`src/hw/rtl/shift_columnar_cipher_assert.svh`:
```
// Assertion macros for the shift columnar cipher.
`ifndef SHIFT_COLUMNAR_CIPHER_ASSERT_SVH
`define SHIFT_COLUMNAR_CIPHER_ASSERT_SVH

// Check a consequence in the same cycle as its cause.
`define SCC_ASSERT_SAME(label, clk, rst, ante, cons, msg) \
  label: assert property (@(posedge clk) disable iff (rst) (ante) |-> (cons)) else $error(msg);

// Check a consequence in the cycle after its cause.
`define SCC_ASSERT_NEXT(label, clk, rst, ante, cons, msg) \
  label: assert property (@(posedge clk) disable iff (rst) (ante) |=> (cons)) else $error(msg);

`endif

```
`src/hw/rtl/scc_pkg.sv`:
```
// Shared types, constants and byte rotation for the shift columnar cipher.
`default_nettype none

package scc_pkg;

  localparam int MAX_MESSAGE_DEF = 64;
  localparam int BYTE_W = 8;
  localparam int OFS_W = 7;
  localparam int COL_W = 7;

  localparam logic [BYTE_W-1:0] PRINT_LO = 8'd32;
  localparam logic [BYTE_W-1:0] PRINT_HI = 8'd126;
  localparam logic [BYTE_W-1:0] PRINT_SPAN = 8'd95;

  typedef enum logic [1:0] {
    MODE_SHIFT_ENC,
    MODE_SHIFT_DEC,
    MODE_TRANSPOSE,
    MODE_SHIFT_TRANSPOSE
  } mode_t;

  localparam logic [1:0] REG_MODE = 2'd0;
  localparam logic [1:0] REG_OFFSET = 2'd1;
  localparam logic [1:0] REG_COLUMNS = 2'd2;

  typedef struct packed {
    logic store;
    logic drain_start;
    logic shift_load;
    logic drain_load;
    logic clear;
  } scc_cmd_t;

  typedef struct packed {
    logic out_free;
    logic drain_last;
    logic count_zero;
  } scc_status_t;

  function automatic logic [OFS_W-1:0] reduce_offset(input logic [OFS_W-1:0] ofs);
    if (ofs >= PRINT_SPAN[OFS_W-1:0]) begin
      reduce_offset = ofs - PRINT_SPAN[OFS_W-1:0];
    end else begin
      reduce_offset = ofs;
    end
  endfunction

  function automatic logic [BYTE_W-1:0] rotate_byte(input logic [BYTE_W-1:0] b,
                                                   input logic [OFS_W-1:0] k,
                                                   input logic decrypt);
    logic [BYTE_W-1:0] pos;
    logic [BYTE_W-1:0] amt;
    logic [BYTE_W-1:0] sum;
    pos = b - PRINT_LO;
    amt = decrypt ? (PRINT_SPAN - {1'b0, k}) : {1'b0, k};
    sum = pos + amt;
    if (sum >= PRINT_SPAN) begin
      sum = sum - PRINT_SPAN;
    end
    if (b < PRINT_LO || b > PRINT_HI) begin
      rotate_byte = b;
    end else begin
      rotate_byte = sum + PRINT_LO;
    end
  endfunction

endpackage

`default_nettype wire

```
`src/hw/rtl/scc_ram.sv`:
```
// Generic simple dual-port RAM with registered read.
`default_nettype none

module scc_ram #(
  parameter int WIDTH = 8,
  parameter int DEPTH = 64
) (
  input  wire logic                     clk,
  input  wire logic                     we,
  input  wire logic [$clog2(DEPTH)-1:0] waddr,
  input  wire logic [WIDTH-1:0]         wdata,
  input  wire logic [$clog2(DEPTH)-1:0] raddr,
  output logic      [WIDTH-1:0]         rdata
);

  logic [WIDTH-1:0] mem [DEPTH];

  always_ff @(posedge clk) begin
    if (we) begin
      mem[waddr] <= wdata;
    end
    rdata <= mem[raddr];
  end

endmodule

`default_nettype wire

```
`src/hw/rtl/scc_ctrl.sv`:
```
// Controller state machine: input acceptance and column drain sequencing.
`default_nettype none

module scc_ctrl
  import scc_pkg::*;
(
  input  wire logic        clk,
  input  wire logic        rst,
  input  wire logic        in_valid,
  input  wire logic        in_last,
  input  wire mode_t       cipher_mode,
  input  wire scc_status_t status,
  output logic             in_stall,
  output scc_cmd_t         cmd
);

  typedef enum logic [1:0] {
    S_IDLE,
    S_READ,
    S_EMIT
  } state_t;

  state_t state;
  state_t state_next;
  logic   shift_mode;
  logic   accept;

  assign shift_mode = (cipher_mode == MODE_SHIFT_ENC) || (cipher_mode == MODE_SHIFT_DEC);

  always_comb begin
    state_next = state;
    cmd = '0;
    in_stall = (state != S_IDLE) || (shift_mode && !status.out_free);
    accept = in_valid && !in_stall;
    case (state)
      S_IDLE: begin
        if (accept) begin
          if (shift_mode) begin
            cmd.shift_load = 1'b1;
          end else begin
            cmd.store = 1'b1;
            if (in_last) begin
              cmd.drain_start = 1'b1;
              state_next = S_READ;
            end
          end
        end
      end
      S_READ: begin
        if (status.count_zero) begin
          cmd.clear = 1'b1;
          state_next = S_IDLE;
        end else begin
          state_next = S_EMIT;
        end
      end
      S_EMIT: begin
        if (status.out_free) begin
          cmd.drain_load = 1'b1;
          if (status.drain_last) begin
            cmd.clear = 1'b1;
            state_next = S_IDLE;
          end else begin
            state_next = S_READ;
          end
        end
      end
      default: begin
        state_next = S_IDLE;
      end
    endcase
  end

  always_ff @(posedge clk) begin
    if (rst) begin
      state <= S_IDLE;
    end else begin
      state <= state_next;
    end
  end

endmodule

`default_nettype wire

```
`src/hw/rtl/scc_dp.sv`:
```
// Datapath: byte rotation, message store, drain address walk and output register.
`default_nettype none

module scc_dp
  import scc_pkg::*;
#(
  parameter int MAX_MESSAGE = MAX_MESSAGE_DEF
) (
  input  wire logic              clk,
  input  wire logic              rst,
  input  wire scc_cmd_t          cmd,
  input  wire mode_t             cipher_mode,
  input  wire logic [OFS_W-1:0]  shift_offset,
  input  wire logic [COL_W-1:0]  num_cols,
  input  wire logic [BYTE_W-1:0] in_byte,
  input  wire logic              in_last,
  input  wire logic              out_stall,
  output scc_status_t            status,
  output logic                   out_valid,
  output logic      [BYTE_W-1:0] out_byte,
  output logic                   out_last,
  output logic                   overflow
);

  localparam int AW = $clog2(MAX_MESSAGE);
  localparam int CW = $clog2(MAX_MESSAGE + 1);
  localparam int SW = ((CW > COL_W) ? CW : COL_W) + 1;

  logic [CW-1:0]     count;
  logic              dropped;
  logic [AW-1:0]     idx;
  logic [AW-1:0]     col;
  logic [OFS_W-1:0]  k;
  logic [COL_W-1:0]  cols;
  logic [SW-1:0]     next_i;
  logic [SW-1:0]     col_inc;
  logic              step_in_col;
  logic              col_ok;
  logic              full;
  logic              ram_we;
  logic [BYTE_W-1:0] store_byte;
  logic [BYTE_W-1:0] rdata;

  assign k = reduce_offset(shift_offset);
  assign cols = (num_cols == '0) ? COL_W'(1) : num_cols;
  assign next_i = SW'(idx) + SW'(cols);
  assign col_inc = SW'(col) + SW'(1);
  assign step_in_col = next_i < SW'(count);
  assign col_ok = (col_inc < SW'(cols)) && (col_inc < SW'(count));
  assign full = count == CW'(MAX_MESSAGE);
  assign ram_we = cmd.store && !full;
  assign store_byte = (cipher_mode == MODE_SHIFT_TRANSPOSE) ?
                      rotate_byte(in_byte, k, 1'b0) : in_byte;

  assign status.out_free = !out_valid || !out_stall;
  assign status.drain_last = !step_in_col && !col_ok;
  assign status.count_zero = count == '0;

  scc_ram #(
    .WIDTH (BYTE_W),
    .DEPTH (MAX_MESSAGE)
  ) u_store (
    .clk   (clk),
    .we    (ram_we),
    .waddr (count[AW-1:0]),
    .wdata (store_byte),
    .raddr (idx),
    .rdata (rdata)
  );

  always_ff @(posedge clk) begin
    if (rst) begin
      count <= '0;
      dropped <= 1'b0;
      idx <= '0;
      col <= '0;
      out_valid <= 1'b0;
    end else begin
      if (cmd.store) begin
        if (full) begin
          dropped <= 1'b1;
        end else begin
          count <= count + CW'(1);
        end
      end
      if (cmd.drain_start) begin
        idx <= '0;
        col <= '0;
      end
      if (cmd.drain_load) begin
        if (step_in_col) begin
          idx <= next_i[AW-1:0];
        end else if (col_ok) begin
          idx <= col_inc[AW-1:0];
          col <= col_inc[AW-1:0];
        end
      end
      if (cmd.clear) begin
        count <= '0;
        dropped <= 1'b0;
      end
      if (cmd.shift_load || cmd.drain_load) begin
        out_valid <= 1'b1;
      end else if (!out_stall) begin
        out_valid <= 1'b0;
      end
    end
  end

  always_ff @(posedge clk) begin
    if (cmd.shift_load) begin
      out_byte <= rotate_byte(in_byte, k, cipher_mode == MODE_SHIFT_DEC);
      out_last <= in_last;
      overflow <= 1'b0;
    end else if (cmd.drain_load) begin
      out_byte <= rdata;
      out_last <= status.drain_last;
      overflow <= status.drain_last && dropped;
    end
  end

endmodule

`default_nettype wire

```
`src/hw/rtl/shift_columnar_cipher.sv`:
```
// Top level of the shift columnar cipher: register port, controller and datapath.
//
// Input words (in_byte, in_last) and result words (out_byte, out_last,
// overflow) move on valid/stall channels. Registers sit on an APB-style port:
// cipher_mode at 0x0, shift_offset at 0x4, the column count at 0x8.
// Shift modes: one result per word, registered in the cycle after acceptance, one word
// per cycle while the receiver takes results.
// Transposition modes: each word is stored with no result.
// The word with in_last set starts the drain; each result is paced by the
// registered read of the message RAM followed by the output register load.
// Input is stalled for the whole drain. Words beyond MAX_MESSAGE are dropped
// and flagged by overflow on the final result.
// A stalled result holds in the output register, and the drain waits.
// Reset: mode 0, offset 3, one column, empty store; no clearing pass.
`default_nettype none
`include "shift_columnar_cipher_assert.svh"

module shift_columnar_cipher
  import scc_pkg::*;
#(
  parameter int MAX_MESSAGE = MAX_MESSAGE_DEF
) (
  input  wire logic              clk,
  input  wire logic              rst,
  input  wire logic              psel,
  input  wire logic              penable,
  input  wire logic              pwrite,
  input  wire logic [3:0]        paddr,
  input  wire logic [31:0]       pwdata,
  output logic      [31:0]       prdata,
  output logic                   pready,
  input  wire logic              in_valid,
  output logic                   in_stall,
  input  wire logic [BYTE_W-1:0] in_byte,
  input  wire logic              in_last,
  output logic                   out_valid,
  input  wire logic              out_stall,
  output logic      [BYTE_W-1:0] out_byte,
  output logic                   out_last,
  output logic                   overflow
);

  mode_t            cipher_mode;
  logic [OFS_W-1:0] shift_offset;
  logic [COL_W-1:0] num_cols;
  logic             reg_write;
  scc_cmd_t         cmd;
  scc_status_t      status;
  logic             shift_acc;
  logic             drain_go;

  assign pready = 1'b1;
  assign reg_write = psel && penable && pwrite && pready;

  always_ff @(posedge clk) begin
    if (rst) begin
      cipher_mode <= MODE_SHIFT_ENC;
      shift_offset <= OFS_W'(3);
      num_cols <= COL_W'(1);
    end else if (reg_write) begin
      case (paddr[3:2])
        REG_MODE:    cipher_mode <= mode_t'(pwdata[1:0]);
        REG_OFFSET:  shift_offset <= pwdata[OFS_W-1:0];
        REG_COLUMNS: num_cols <= pwdata[COL_W-1:0];
        default: begin
        end
      endcase
    end
  end

  always_comb begin
    case (paddr[3:2])
      REG_MODE:    prdata = 32'(cipher_mode);
      REG_OFFSET:  prdata = 32'(shift_offset);
      REG_COLUMNS: prdata = 32'(num_cols);
      default:     prdata = '0;
    endcase
  end

  scc_ctrl u_ctrl (
    .clk         (clk),
    .rst         (rst),
    .in_valid    (in_valid),
    .in_last     (in_last),
    .cipher_mode (cipher_mode),
    .status      (status),
    .in_stall    (in_stall),
    .cmd         (cmd)
  );

  scc_dp #(
    .MAX_MESSAGE (MAX_MESSAGE)
  ) u_dp (
    .clk          (clk),
    .rst          (rst),
    .cmd          (cmd),
    .cipher_mode  (cipher_mode),
    .shift_offset (shift_offset),
    .num_cols     (num_cols),
    .in_byte      (in_byte),
    .in_last      (in_last),
    .out_stall    (out_stall),
    .status       (status),
    .out_valid    (out_valid),
    .out_byte     (out_byte),
    .out_last     (out_last),
    .overflow     (overflow)
  );

  assign shift_acc = in_valid && !in_stall &&
                     (cipher_mode == MODE_SHIFT_ENC || cipher_mode == MODE_SHIFT_DEC);
  assign drain_go = in_valid && !in_stall && in_last &&
                    (cipher_mode == MODE_TRANSPOSE || cipher_mode == MODE_SHIFT_TRANSPOSE);

  `SCC_ASSERT_NEXT(a_shift_answer, clk, rst, shift_acc, out_valid, "shift word not answered")
  `SCC_ASSERT_NEXT(a_drain_stall, clk, rst, drain_go, in_stall, "input open during drain")
  `SCC_ASSERT_SAME(a_ovf_final, clk, rst, out_valid && overflow, out_last, "overflow not on final")

endmodule

`default_nettype wire

```
`config.mk`:
```
export PLATFORM = sky130hd
export DESIGN_NAME = shift_columnar_cipher
export DESIGN_NICKNAME = d
export VERILOG_FILES = /design/src/hw/rtl/scc_pkg.sv /design/src/hw/rtl/scc_ram.sv /design/src/hw/rtl/scc_ctrl.sv /design/src/hw/rtl/scc_dp.sv /design/src/hw/rtl/shift_columnar_cipher.sv
export VERILOG_INCLUDE_DIRS = /design/src /design/src/hw/rtl
export SDC_FILE = /design/constraint.sdc
export NUM_CORES = 1
export LEC_CHECK = 0
export BUFFER_PORTS_ARGS = -buffer_cell sky130_fd_sc_hd__buf_2
export CORE_UTILIZATION = 50
export DETAILED_ROUTE_END_ITERATION = 10
export HOLD_SLACK_MARGIN = 0.06
export PLACE_DENSITY = 0.67
export SYNTH_ARGS = -nofsm -noshare
export SYNTH_HDL_FRONTEND = slang
export SYNTH_SLANG_ARGS = --single-unit
```
`constraint.sdc`:
```
create_clock -name clk -period 14 [get_ports clk]
set_input_delay 0.7 -clock clk [delete_from_list [all_inputs] [get_ports clk]]
set_output_delay 0.7 -clock clk [all_outputs]
set_load 0.05 [all_outputs]
```
# Word-level counts from Yosys, hierarchy flattened

Memory sizes are Yosys's and may differ from the RTL's. A register that Yosys moved wholly into a read port is not among the register bits.
Cells that the tools add are included.

RAM bits: 512
Bits in latches: 0
Output and inout bits: 45
Flip-flop bits (word level): 49
Memories: 1
Word-level logic and storage cells: 123
Input port bits: 52
Bits in read-only memories: 0

Reductions and logical operators: 34
Eq/ne operators: 12
$add $sub $neg: 12
Magnitude comparators: 8
Multipliers: 0
Multiplexer cells: 43
Shift operators: 0
Divide/modulo/power cells: 0
Bitwise operators: 1

Memories:

| memory           | words | bits a word | read ports | clocked after Yosys merged registers in | wr ports | RTL line      | RTL |
|---|---|---|---|---|---|---|---|
| u_dp.u_store.mem | 64    | 8           | 1          | 1                                       | 1        | scc_ram.sv:16 | `logic [WIDTH-1:0] mem [DEPTH];` |

Operators with widths:

| kind                | count |
|---|---|
| $mux 8              | 9 |
| $mux 6              | 8 |
| $lt 8x7->1          | 3 |
| $pmux 7 s3          | 1 |
| $add 8x6->8 const B | 2 |
| $ge 8x7->1 const B  | 2 |
| $sub 8x7->8 const B | 2 |
| $logic_not 7->1     | 2 |
| $mux 2              | 7 |
| $mux 7              | 2 |
| $mux 1              | 12 |
| $reduce_and 2->1    | 5 |
| $add 6x7->8         | 1 |
| $add 8x7->8         | 1 |
| $add 8x8->8         | 1 |
| $gt 8x7->1 const B  | 1 |
| $logic_and 1x1->1   | 8 |
| $lt 8x6->1 const B  | 1 |
| $sub 7x7->8 const A | 1 |
| $sub 8x6->8 const B | 1 |
| $add 6x1->7 const B | 1 |
| $add 7x1->7 const B | 1 |
| $eq 7x7->1 const B  | 1 |
| $ge 7x7->1 const B  | 1 |
| other kinds (15)    | 36 |

# Depth between registers and ports, before layout

Gate-level depths: netlist of the first run.

Depth after elaboration: 13
Gate-level depth with buffers: 22

# Modules after synthesis

Synthesis of the first run repeated with hierarchy kept, for this count alone.

Cell total of the unflattened synthesis: 1512
Area total of the unflattened synthesis: 24975.2 µm²

Modules (own cells, without submodules):

| module                | cells each | times used | area an instance (µm²) |
|---|---|---|---|
| scc_ram               | 940        | 1          | 20166.8 |
| scc_dp                | 437        | 1          | 3589.7 |
| shift_columnar_cipher | 109        | 1          | 1003.5 |
| scc_ctrl              | 26         | 1          | 215.2 |

# Least setup slack after synthesis of the first run

No wires, ideal clock.

Path kind: register -> register
From: register shift_offset[0]
To: memory u_dp.u_store.mem[0][4] (data pin)
Cell stages (with the launch flop): 17
Library setup time: 702 ps
Slack: 7581 ps
Path buffers: 0
Data required time: 13298 ps
Data arrival time: 5717 ps
Cells stage by stage: dfxtp_1 -> ha_1 -> a21oi_1 -> nor2b_1 -> o21ai_0 -> xnor2_1 -> ha_1 -> inv_1 -> fa_1 -> nand2b_1 -> a21oi_1 -> xor2_1 -> a21boi_1 -> o21ai_1 -> nand2_1 -> xor2_1 -> o21ai_0

Cells in the longest elaborated chain, start to end: 8
Elaborated cells between the ends (all ways): 10

RTL lines:

| element                                   | RTL line                     | RTL |
|---|---|---|
| start, declared                           | shift_columnar_cipher.sv:44  | `logic [OFS_W-1:0] shift_offset;` |
| start signal, assigned                    | shift_columnar_cipher.sv:63  | `REG_OFFSET: shift_offset <= pwdata[OFS_W-1:0];` |
| $sub 7x7->7 or $ge 7x7->1 (tied branches) | scc_pkg.sv:42, scc_pkg.sv:41 |  |
| $mux 7 (*)                                | scc_pkg.sv:41                | `if (ofs >= PRINT_SPAN[OFS_W-1:0]) begin` |
| $add 8x7->8 (*)                           | scc_pkg.sv:56                | `sum = pos + amt;` |
| $sub 8x7->8 or $ge 8x7->1 (tied branches) | scc_pkg.sv:58, scc_pkg.sv:57 |  |
| $mux 8 (*)                                | scc_pkg.sv:57                | `if (sum >= PRINT_SPAN) begin` |
| $add 8x6->8 (*)                           | scc_pkg.sv:63                | `rotate_byte = sum + PRINT_LO;` |
| $mux 8 (*)                                | scc_pkg.sv:60                | `if (b < PRINT_LO \|\| b > PRINT_HI) begin` |
| $mux 8 (*)                                | scc_dp.sv:52                 | `assign store_byte = (cipher_mode == MODE_SHIFT_TRANSPOSE) ?` |
| named net u_dp.store_byte[4]              | scc_dp.sv:41                 | `logic [BYTE_W-1:0] store_byte;` |
| end, declared                             | scc_ram.sv:16                |  |

The timed path passes the listed nets; every way through them passes the cells marked *.

# Worst setup path after layout of the first run

From: register shift_offset[1]
To: memory u_dp.u_store.mem[44][6] (data pin)

The elaborated chain is that of the path after synthesis.

==> impl_metrics.csv, run 1 <==
group,metric,value,unit
run_status,status,"complete, no violations",
placed_design,place_area,0.0253,mm2
yosys,synthMuxAreaShare,16.4,%
placed_design,place_inst,1990,
worst_setup_path,path_max_fanout,64,
yosys,synth_top_area_share,64.0,%
grt,grt_pass1_wl,78.7,mm
worst_setup_path,arrival,5850,ps
cells_and_area,layout_common_cells,"edfxtp_1 (521), mux4_2 (168), nor2_1 (119), clkbuf_16 (58), nand2_1 (53)",
timing,fin_tns_setup,0,ps
yosys,synthSimpleGateAreaFrac,5.23,%
cells_and_area,fin_nets,1539,
grt,antenna_found_initial,0,
worst_setup_path,start_kind,"flop",
clocking,cts_tree,"built",
timing,slew_headroom,12.7,%
grt,overflow,0,
pwr,irDropWorstVdd,0.150,mV
floorplanning,die_w,223,um
floorplanning,pin_count,97,
timing,period_share,40.3,%
yosys,ys_async_sr_fraction,0,%
cells_and_area,fin_util,56.6,%
cells_and_area,area_delta_synth_final,11.0,%
clocking,cts.clk_slew.worst_paths,60,ps
yosys,yosys.area.top_type,"edfxtp_1",
worst_setup_path,cpPeakStageDelay,980,ps
yosys,syn_avg_cell_area,17.8,um2
detailed_routing,drtIter0Drc,1370,
cells_and_area,fin_area,0.0271,mm2
yosys,ys_ff_latch,569,
placed_design,hpwlAfterDp,32.6,mm
worst_setup_path,critPathMostFrequentCell,"ha_1",
timing,hold_viol,0,
yosys,synthesis.area,0.0244,mm2
run,cap_violations,0,
worst_setup_path,slowest_stage,"mux2_2",
yosys,yosysWarnings,0,
worst_setup_path,cp_num_buf_inv,1,
yosys,ys_seq_area_share,67.9,%
timing,worst_hold_slack,378,ps
detailed_routing,dr.pass1.iters,5,
yosys,synth_fa_ha_area_share,2.86,%
yosys,synth_edf_count,521,
clocking,cts_sinks,569,
yosys,synthTopCellsByArea,"edfxtp_1 (64%), mux4_2 (15%), dfxtp_1 (3.9%)",
floorplanning,initial_core_util,51.0,%
detailed_routing,drcViolationCount,0,
clocking,cts_hold_buf,0,
clocking,cts_root_buffer,"clkbuf_16",
placed_design,globalplace.congestion,0.831,
cells_and_area,final_layout_size_suffix_gt1_share,22.8,%
cells_and_area,num_antenna_cells,0,
timing,rsz0062_at_grt,"false",
detailed_routing,vias,12598,
floorplanning,die_height,223,um
yosys,ys_types,70,
cells_and_area,final_common_cell,"edfxtp_1",
yosys,ys.flop_type,"edfxtp_1",
timing,tightest_slew,1310,ps
worst_setup_path,criticalPathCategory,"reg -> reg",
grt,track_usage,21.6,%
yosys,synth_xor_area_share,1.50,%
clocking,htree_levels,2,
cells_and_area,finalNonFillerCells,2093,
pwr,total_power,3.50,mW
clocking,clk_path_buf_depth,3,
grt,grt_max_degree,69,
yosys,synth_cells,1376,
clocking,post_cts_buffers,0,
pwr,p_per_area,129,mW/mm2
clocking,clock_latency,610,ps
floorplanning,die_area,0.0498,mm2
floorplanning,core-area,0.0479,mm2
min_path,hold_class,"in -> reg",
yosys,synth-compound-area-share,3.73,%
worst_setup_path,critPathCaptureType,"flop",
timing,worst_slack,8360,ps
placed_design,portBuffers,43,
timing,maxSlewViolCount,0,
detailed_routing,wl,52.3,mm
placed_design,post-place-ws,8380,ps
timing,setup_viol,0,
timing,timing.final.crit_period,5640,ps
cells_and_area,num-fill-cells,3601,
yosys,synth_top_family_by_area,"multiplexers",
floorplanning,num_rows,80,
timing,max_freq,177,MHz
detailed_routing,vias_per_cell,6.02,
detailed_routing,antenna_left,0,
clocking,numCtsBuffers,56,
grt,grt_pass1_vias,12533,
worst_setup_path,crit_chain,"ha_1, a21oi_1, nor2b_1, o21ai_0, xnor2_1, ha_1, inv_1, fa_1, nand2b_1, a21oi_1, nor4b_1, a211oi_1, o21ai_1, nand2_1, xor2_1, ha_1, mux2_2",
pwr,p_leak,8.65,nW
timing,skew,40.2,ps
clocking,cts_resized,0,
worst_setup_path,cp_top_family,"compound AO/OA/AOI/OAI gates",
detailed_routing,wl_per_cell,25.0,um
worst_setup_path,critPathRequiredTime,14210,ps
final cells by class:
cell class / instances / area [um2] / share of cell area (%)
inverter: 33 / 124 / 0.457
clock inverter: 34 / 349 / 1.29
clock buffer: 69 / 1490 / 5.50
multi-input combinational: 714 / 7440 / 27.4
timing repair buffer: 59 / 335 / 1.24
sequential: 569 / 16600 / 61.2
tap: 615 / 769 / 2.84
layer usage:
metal | vias up | track usage [%] | part of all wire, %
met5 | - | 0 | 0
met3 | 70 | 4.52 | 6.7
met2 | 428 | 34.4 | 49
li1 | 5571 | - | -
met1 | 6529 | 30.1 | 42
met4 | 0 | 6.38 | 2.3
worst min-delay path, cell delays in order:
cell and delay [ps]:
buf_2 90, mux2i_1 60, nor2_1 70
final timing paths:
| check | from | end | slack [ps] | cells past startpoint |
|---|---|---|---|---|
| max reg2reg | shift_offset[1] | u_dp.u_store.mem[44][6] | 8360 | 17 |
| min | pwdata[2] | num_cols[2] | 380 | 3 |
| min reg2reg | u_dp.col[5] | u_dp.col[5] | 490 | 2 |
| max | shift_offset[1] | u_dp.u_store.mem[44][6] | 8360 | 17 |
registers in the layout, indices dropped and copies added, names as in the netlist:
name and cells:
u_dp.idx 6, u_dp.u_store.mem 512, num_cols 7, u_dp.overflow 1, cipher_mode 2, u_dp.out_byte 8, u_dp.out_valid 1, u_dp.col 6
shift_offset 7, u_dp.count 7, u_dp.u_store.rdata 8, u_dp.dropped 1, u_ctrl.state 2, u_dp.out_last 1
report_power, final:
| part | internal [mW] | switching (mW) |
|---|---|---|
| sequential | 1.86 | 0.00270 |
| clock | 0.883 | 0.618 |
| combinational | 0.0368 | 0.106 |
| total | 2.78 | 0.727 |
cells by family (layout without fill, tap and decap cells):
group / count (synthesis) / in the layout
adder cells (fa/ha/maj): 54 / 54
AO/OA/AOI/OAI: 131 / 131
flip-flops: 569 / 569
buffers and inverters: 117 / 195
AND/OR/NAND/NOR: 271 / 271
other: 2 / 26
XOR/XNOR: 42 / 42
multiplexers: 190 / 190
cells in the mapped netlist, drive strengths merged (3+ instances only):
cell	number
nand2b	4
o21bai	3
nor3b	9
and3	7
nand2	53
a211o	4
o21a	4
ha	51
nand4	8
nor3	6
clkbuf	35
fa	3
o21ai	32
a21o	6
edfxtp	521
mux2i	17
mux2	5
mux4	168
buf	49
nor2	119
inv	31
and2	4
nand3	34
nor4b	5
a22oi	6
xnor2	26
a22o	12
a21oi	27
a21boi	3
xor2	16
dfxtp	48
a31oi	5
a211oi	8
nor2b	15
o211ai	4
(Power assumes the default switching activity.)
==> run 2, diff against run 1 <==
==> constraint.sdc (replaced) <==
create_clock -name clk -period 5.8 [get_ports clk]
set_input_delay 0.29 -clock clk [delete_from_list [all_inputs] [get_ports clk]]
set_output_delay 0.29 -clock clk [all_outputs]
set_load 0.05 [all_outputs]
==> run 2 against run 1 <==
Clock power rose by 140%. Clock skew is 14 ps lower. Critical path type unchanged. Count of clock-buffer cells in the layout is 2 higher. Worst setup slack worse by 7800 ps. Critical endpoint is now u_dp.u_store.mem[58][7]. Utilization rose by 0.28 points.
==> impl_metrics.csv, run 2 (synthesis gave the netlist of run 1 again) <==
group,metric,value,unit
clocking,cts_tree,"built",
pwr,seqPwrFrac,52.7,%
cells_and_area,layout_common_cells,"edfxtp_1 (521), mux4_2 (168), nor2_1 (119), clkbuf_16 (58), nand2_1 (53)",
floorplanning,die_height,223,um
pwr,p_per_area,312,mW/mm2
floorplanning,die_area,0.0498,mm2
timing,maxSlewViolCount,0,
detailed_routing,vias_per_cell,5.96,
timing,fin_tns_setup,0,ps
run,cap_violations,0,
pwr,intPower,6.76,mW
detailed_routing,wl,51.9,mm
timing,tightest_slew,937,ps
cells_and_area,fin_util,56.9,%
timing,setup_viol,0,
detailed_routing,vias,12550,
floorplanning,core-area,0.0479,mm2
grt,track_usage,21.3,%
floorplanning,pin_count,97,
cells_and_area,num_antenna_cells,0,
worst_setup_path,start_kind,"flop",
clocking,clock_latency,610,ps
run_status,status,"complete, no violations",
pwr,switching_share,20.6,%
detailed_routing,wl_per_cell,24.6,um
cells_and_area,finalNonFillerCells,2106,
timing,timing.final.crit_period,5290,ps
cells_and_area,final_layout_size_suffix_gt1_share,22.9,%
placed_design,globalplace.congestion,0.828,
clocking,clk_path_buf_depth,3,
pwr,p_leak,8.71,nW
floorplanning,die_w,223,um
clocking,numCtsBuffers,56,
clocking,cts.clk_slew.worst_paths,60,ps
timing,rsz0062_at_grt,"false",
clocking,htree_levels,2,
pwr,power_frac_comb,4.1,%
timing,skew,26.1,ps
grt,grt_pass1_vias,12505,
placed_design,hpwlAfterDp,32.4,mm
placed_design,portBuffers,43,
clocking,cts_root_buffer,"clkbuf_16",
worst_setup_path,critPathRequiredTime,6110,ps
timing,max_freq,189,MHz
grt,overflow,0,
floorplanning,num_rows,80,
min_path,hold_class,"in -> reg",
clocking,cts_sinks,569,
worst_setup_path,path_max_fanout,64,
cells_and_area,largest_register_ffs,512,
pwr,irDropWorstVdd,0.226,mV
detailed_routing,dr.pass1.iters,5,
worst_setup_path,critPathCaptureType,"flop",
grt,grt_pass1_wl,78.2,mm
grt,grt_max_degree,65,
detailed_routing,drtIter0Drc,1307,
timing,worst_hold_slack,141,ps
worst_setup_path,arrival,5600,ps
timing,slew_headroom,37.6,%
cells_and_area,final_common_cell,"edfxtp_1",
detailed_routing,antenna_left,0,
grt,antenna_found_initial,1,
pwr,switching_power,1.75,mW
timing,period_share,91.2,%
detailed_routing,drcViolationCount,0,
pwr,clock_power_share,43.1,%
cells_and_area,area_delta_synth_final,11.5,%
cells_and_area,largest_register,"u_dp.u_store.mem",
worst_setup_path,criticalPathCategory,"reg -> reg",
cells_and_area,reg_top3,"u_dp.u_store.mem (512), u_dp.out_byte (8), u_dp.u_store.rdata (8)",
clocking,post_cts_buffers,0,
placed_design,place_inst,1992,
timing,hold_viol,0,
cells_and_area,fin_nets,1549,
floorplanning,initial_core_util,51.0,%
[run 2: path summary, 6_finish.rpt]
path	cells past startpoint	endpoint	startpoint	slack (ps)
setup / recovery	18	u_dp.u_store.mem[58][7]	shift_offset[0]	510
hold / removal	2	shift_offset[6]	rst	140
setup reg to reg	18	u_dp.u_store.mem[58][7]	shift_offset[0]	510
hold reg to reg	2	u_dp.dropped	u_dp.dropped	490
[run 2: power groups by stage]
stage | clock (mW) | sequential, mW | combinational, mW
after detailed placement | 0 | 4.58 | 0.344
after global routing | 3.89 | 4.49 | 0.381
after floorplan | 0 | 4.61 | 0.234
after global placement | 0 | 4.58 | 0.334
final | 3.67 | 4.49 | 0.350
after CTS | 3.73 | 4.49 | 0.350
[run 2: critical path: stages (launching register included)]
cell	delay, ps
dfxtp_1	460
ha_1	260
a21oi_1	60
nor2b_1	160
o21ai_0	160
a31oi_1	230
xor2_1	330
ha_1	390
inv_1	140
a311o_1	360
nor3b_1	490
a21boi_1	310
o21ai_1	200
nand2_1	140
xor2_1	300
ha_1	220
xor2_1	100
o21bai_4	120
buf_4	500
[run 2: layout make-up]
cell class	count	area, um2
Inverter	33	124
Clock buffer	71	1500
Fill cell	3615	20700
Timing Repair Buffer	69	430
Sequential cell	569	16600
Multi-Input combinational cell	714	7450
Tap cell	615	769
Clock inverter	35	378
[run 2: what timing repair did]
item / 4_1_cts / 5_1_grt
setup endpoints to repair: 0 / 64
hold buffers: 8 / 0
hold endpoints to repair: 17 / 0
gates resized for setup: 0 / 1
[run 2: through the flow]
step           setup slack, ps  cell area, um2  power [mW]
4_1_cts                    260           27300        8.57
3_3_place_gp               560           25300        4.91
6_report                   510           27300        8.51
2_1_floorplan             12.5           24500        4.84
3_5_place_dp               302           25300        4.92
5_1_grt                   53.5           27300        8.76
[run 2: layer usage]
metal | track usage (%) | vias to the layer above | share of wire [%]
met3 | 4.14 | 84 | 6.8
met1 | 30.6 | 6447 | 43
met2 | 33.2 | 424 | 47
met4 | 6.61 | 2 | 2.8
met5 | 0 | - | 0.021
li1 | - | 5593 | -
==> run 3, diff against run 2 <==
--- a/config.mk
+++ b/config.mk
@@ -6,11 +6,13 @@
 export SDC_FILE = /design/constraint.sdc
 export NUM_CORES = 1
 export LEC_CHECK = 0
+export ABC_AREA = 1
 export BUFFER_PORTS_ARGS = -buffer_cell sky130_fd_sc_hd__buf_2
 export CORE_UTILIZATION = 50
 export DETAILED_ROUTE_END_ITERATION = 10
 export HOLD_SLACK_MARGIN = 0.06
 export PLACE_DENSITY = 0.67
+export SLEW_MARGIN = 20
 export SYNTH_ARGS = -nofsm -noshare
 export SYNTH_HDL_FRONTEND = slang
 export SYNTH_SLANG_ARGS = --single-unit
==> run 3 against run 2 <==
Combinational power is 23% higher. Via count grew 41%. Register-to-register slack improved by 460 ps. Critical path type unchanged. Largest power group unchanged.
==> impl_metrics.csv, run 3 <==
group,metric,value,unit
run_status,status,"complete, no violations",
worst_setup_path,critPathCaptureType,"flop",
cells_and_area,area_delta_synth_final,9.42,%
timing,skew,10.1,ps
yosys,ys_types,55,
timing,rsz0062_at_grt,"false",
timing,setup_viol,0,
cells_and_area,fin_nets,2404,
yosys,ys.flop_type,"edfxtp_1",
grt,overflow,0,
yosys,synth_edf_count,521,
grt,grt_pass1_vias,16489,
clocking,post_cts_buffers,0,
detailed_routing,wl,63.8,mm
cells_and_area,fin_area,0.0278,mm2
pwr,total_power,8.44,mW
cells_and_area,largest_register,"u_dp.u_store.mem",
yosys,ys_async_sr_fraction,0,%
worst_setup_path,arrival,5120,ps
clocking,cts_tree,"built",
run,cap_violations,0,
placed_design,globalplace.congestion,0.893,
detailed_routing,drtIter0Drc,2076,
worst_setup_path,criticalPathCategory,"reg -> reg",
yosys,ys_seq_area_share,65.3,%
timing,maxSlewViolCount,0,
floorplanning,core-area,0.0502,mm2
cells_and_area,reg_top3,"u_dp.u_store.mem (512), u_dp.out_byte (8), u_dp.u_store.rdata (8)",
min_path,hold_class,"in -> reg",
detailed_routing,vias,17712,
timing,hold_viol,0,
timing,worst_hold_slack,101,ps
timing,max_freq,207,MHz
yosys,synth_cells,2287,
timing,tightest_slew,1130,ps
cells_and_area,ff_latch_area,0.0166,mm2
yosys,synth_top_area_share,61.5,%
floorplanning,num_rows,82,
worst_setup_path,path_max_fanout,64,
cells_and_area,num_antenna_cells,0,
timing,slew_headroom,24.7,%
yosys,yosysMostFrequentCell,"edfxtp_1",
pwr,p_leak,9.83,nW
clocking,htree_levels,2,
timing,period_share,83.2,%
floorplanning,pin_count,97,
grt,antenna_found_initial,0,
detailed_routing,antenna_left,0,
worst_setup_path,ff2ff_setup_slack,970,ps
pwr,p_per_area,303,mW/mm2
floorplanning,die_height,228,um
timing,timing.final.crit_period,4830,ps
clocking,cts_resized,0,
worst_setup_path,start_kind,"flop",
yosys,synthesis.area,0.0254,mm2
grt,grt_pass1_wl,96.8,mm
detailed_routing,drcViolationCount,0,
yosys,synthTopCellsByArea,"edfxtp_1 (61%), o21ai_0 (6.6%), nor2_1 (6.3%)",
detailed_routing,vias_per_cell,5.87,
cells_and_area,final_layout_size_suffix_gt1_share,8.49,%
detailed_routing,dr.pass1.iters,8,
placed_design,place_inst,2900,
clocking,cts_sinks,569,
floorplanning,die_area,0.0518,mm2
cells_and_area,largest_register_ffs,512,
cells_and_area,finalNonFillerCells,3015,
yosys,yosysWarnings,0,
timing,fin_tns_setup,0,ps
cells_and_area,final_common_cell,"edfxtp_1",
cells_and_area,num-fill-cells,4164,
placed_design,portBuffers,43,
cells_and_area,multi_input_area,0.00763,mm2
yosys,ys_ff_latch,569,
grt,grt_max_degree,139,
clocking,cts_hold_buf,10,
yosys,syn_avg_cell_area,11.1,um2
clocking,numCtsBuffers,57,
cells_and_area,fin_util,55.5,%
floorplanning,initial_core_util,50.7,%
placed_design,place_area,0.0260,mm2
grt,track_usage,24.8,%
clocking,clk_path_buf_depth,3,
clocking,clock_latency,610,ps
yosys,synthTopCellsByCount,"edfxtp_1 (521), nor2_1 (426), o21ai_0 (335)",
timing,worst_slack,973,ps
yosys,yosys.area.top_type,"edfxtp_1",
placed_design,hpwlAfterDp,37.5,mm
clocking,cts_root_buffer,"clkbuf_16",
pwr,irDropWorstVdd,0.210,mV
detailed_routing,wl_per_cell,21.1,um
worst_setup_path,critPathRequiredTime,6090,ps
cells_and_area,layout_common_cells,"edfxtp_1 (521), nor2_1 (426), o21ai_0 (334), nand2_1 (181), o22ai_1 (139)",
floorplanning,die_w,228,um
placed_design,post-place-ws,1010,ps
clocking,cts.clk_slew.worst_paths,60,ps
==> run 3: worst paths after layout <==
kind / start / end / depth (start not counted)
setup / recovery: shift_offset[0] / u_dp.u_store.mem[37][7] / 27
hold / removal: paddr[3] / cipher_mode[0] / 4
setup reg to reg: shift_offset[0] / u_dp.u_store.mem[37][7] / 27
hold reg to reg: u_dp.overflow / u_dp.overflow / 2
==> run 3: cell type report <==
cell class	instances	area share, %
Multi-Input combinational cell	1461	27.4
Clock buffer	79	5.46
Sequential cell	569	59.7
Inverter	133	1.81
Clock inverter	25	0.782
Timing Repair Buffer	76	1.82
Tap cell	672	3.02
==> run 3: kinds of logic after synthesis <==
group	count (synthesis)	synth area share, %
flip-flops	569	65.3
AND/OR/NAND/NOR	740	12.0
AO/OA/AOI/OAI	610	13.5
other	2	0.0295
XOR/XNOR	31	1.13
buffers and inverters	281	5.26
adder cells (fa/ha/maj)	54	2.74
==> run 3: layer usage <==
layer / routed length, um / global-route usage, % / part of all wire, % / up-vias
met4: 1980 / 8.70 / 3.1 / 0
met3: 5430 / 4.52 / 8.5 / 143
met2: 29700 / 39.2 / 47 / 836
li1: - / - / - / 8182
met5: 0 / 0 / 0 / -
met1: 26700 / 34.6 / 42 / 8551
==> run 3: power by group <==
part           switching, mW  internal [mW]  total, mW
logic                  0.321          0.110      0.431
registers            0.00884           4.49       4.50
clock network           1.52           2.00       3.51
==> run 3: worst max-delay path, cell delays in order (launching register included) <==
cell	delay, ps
dfxtp_1	440
ha_1	210
nand3_1	110
o21ai_1	170
inv_1	70
a21oi_2	220
inv_2	90
nor2_1	120
xor2_1	270
inv_1	80
ha_1	350
a21oi_1	280
nand4_1	190
nand2_1	200
o21ai_2	110
nand2_2	90
nand2_4	80
inv_2	90
nand2_1	50
nand2_1	80
inv_1	50
ha_1	200
inv_1	50
nand4_1	90
nand3_1	100
nand2_1	70
inv_2	50
buf_4	560
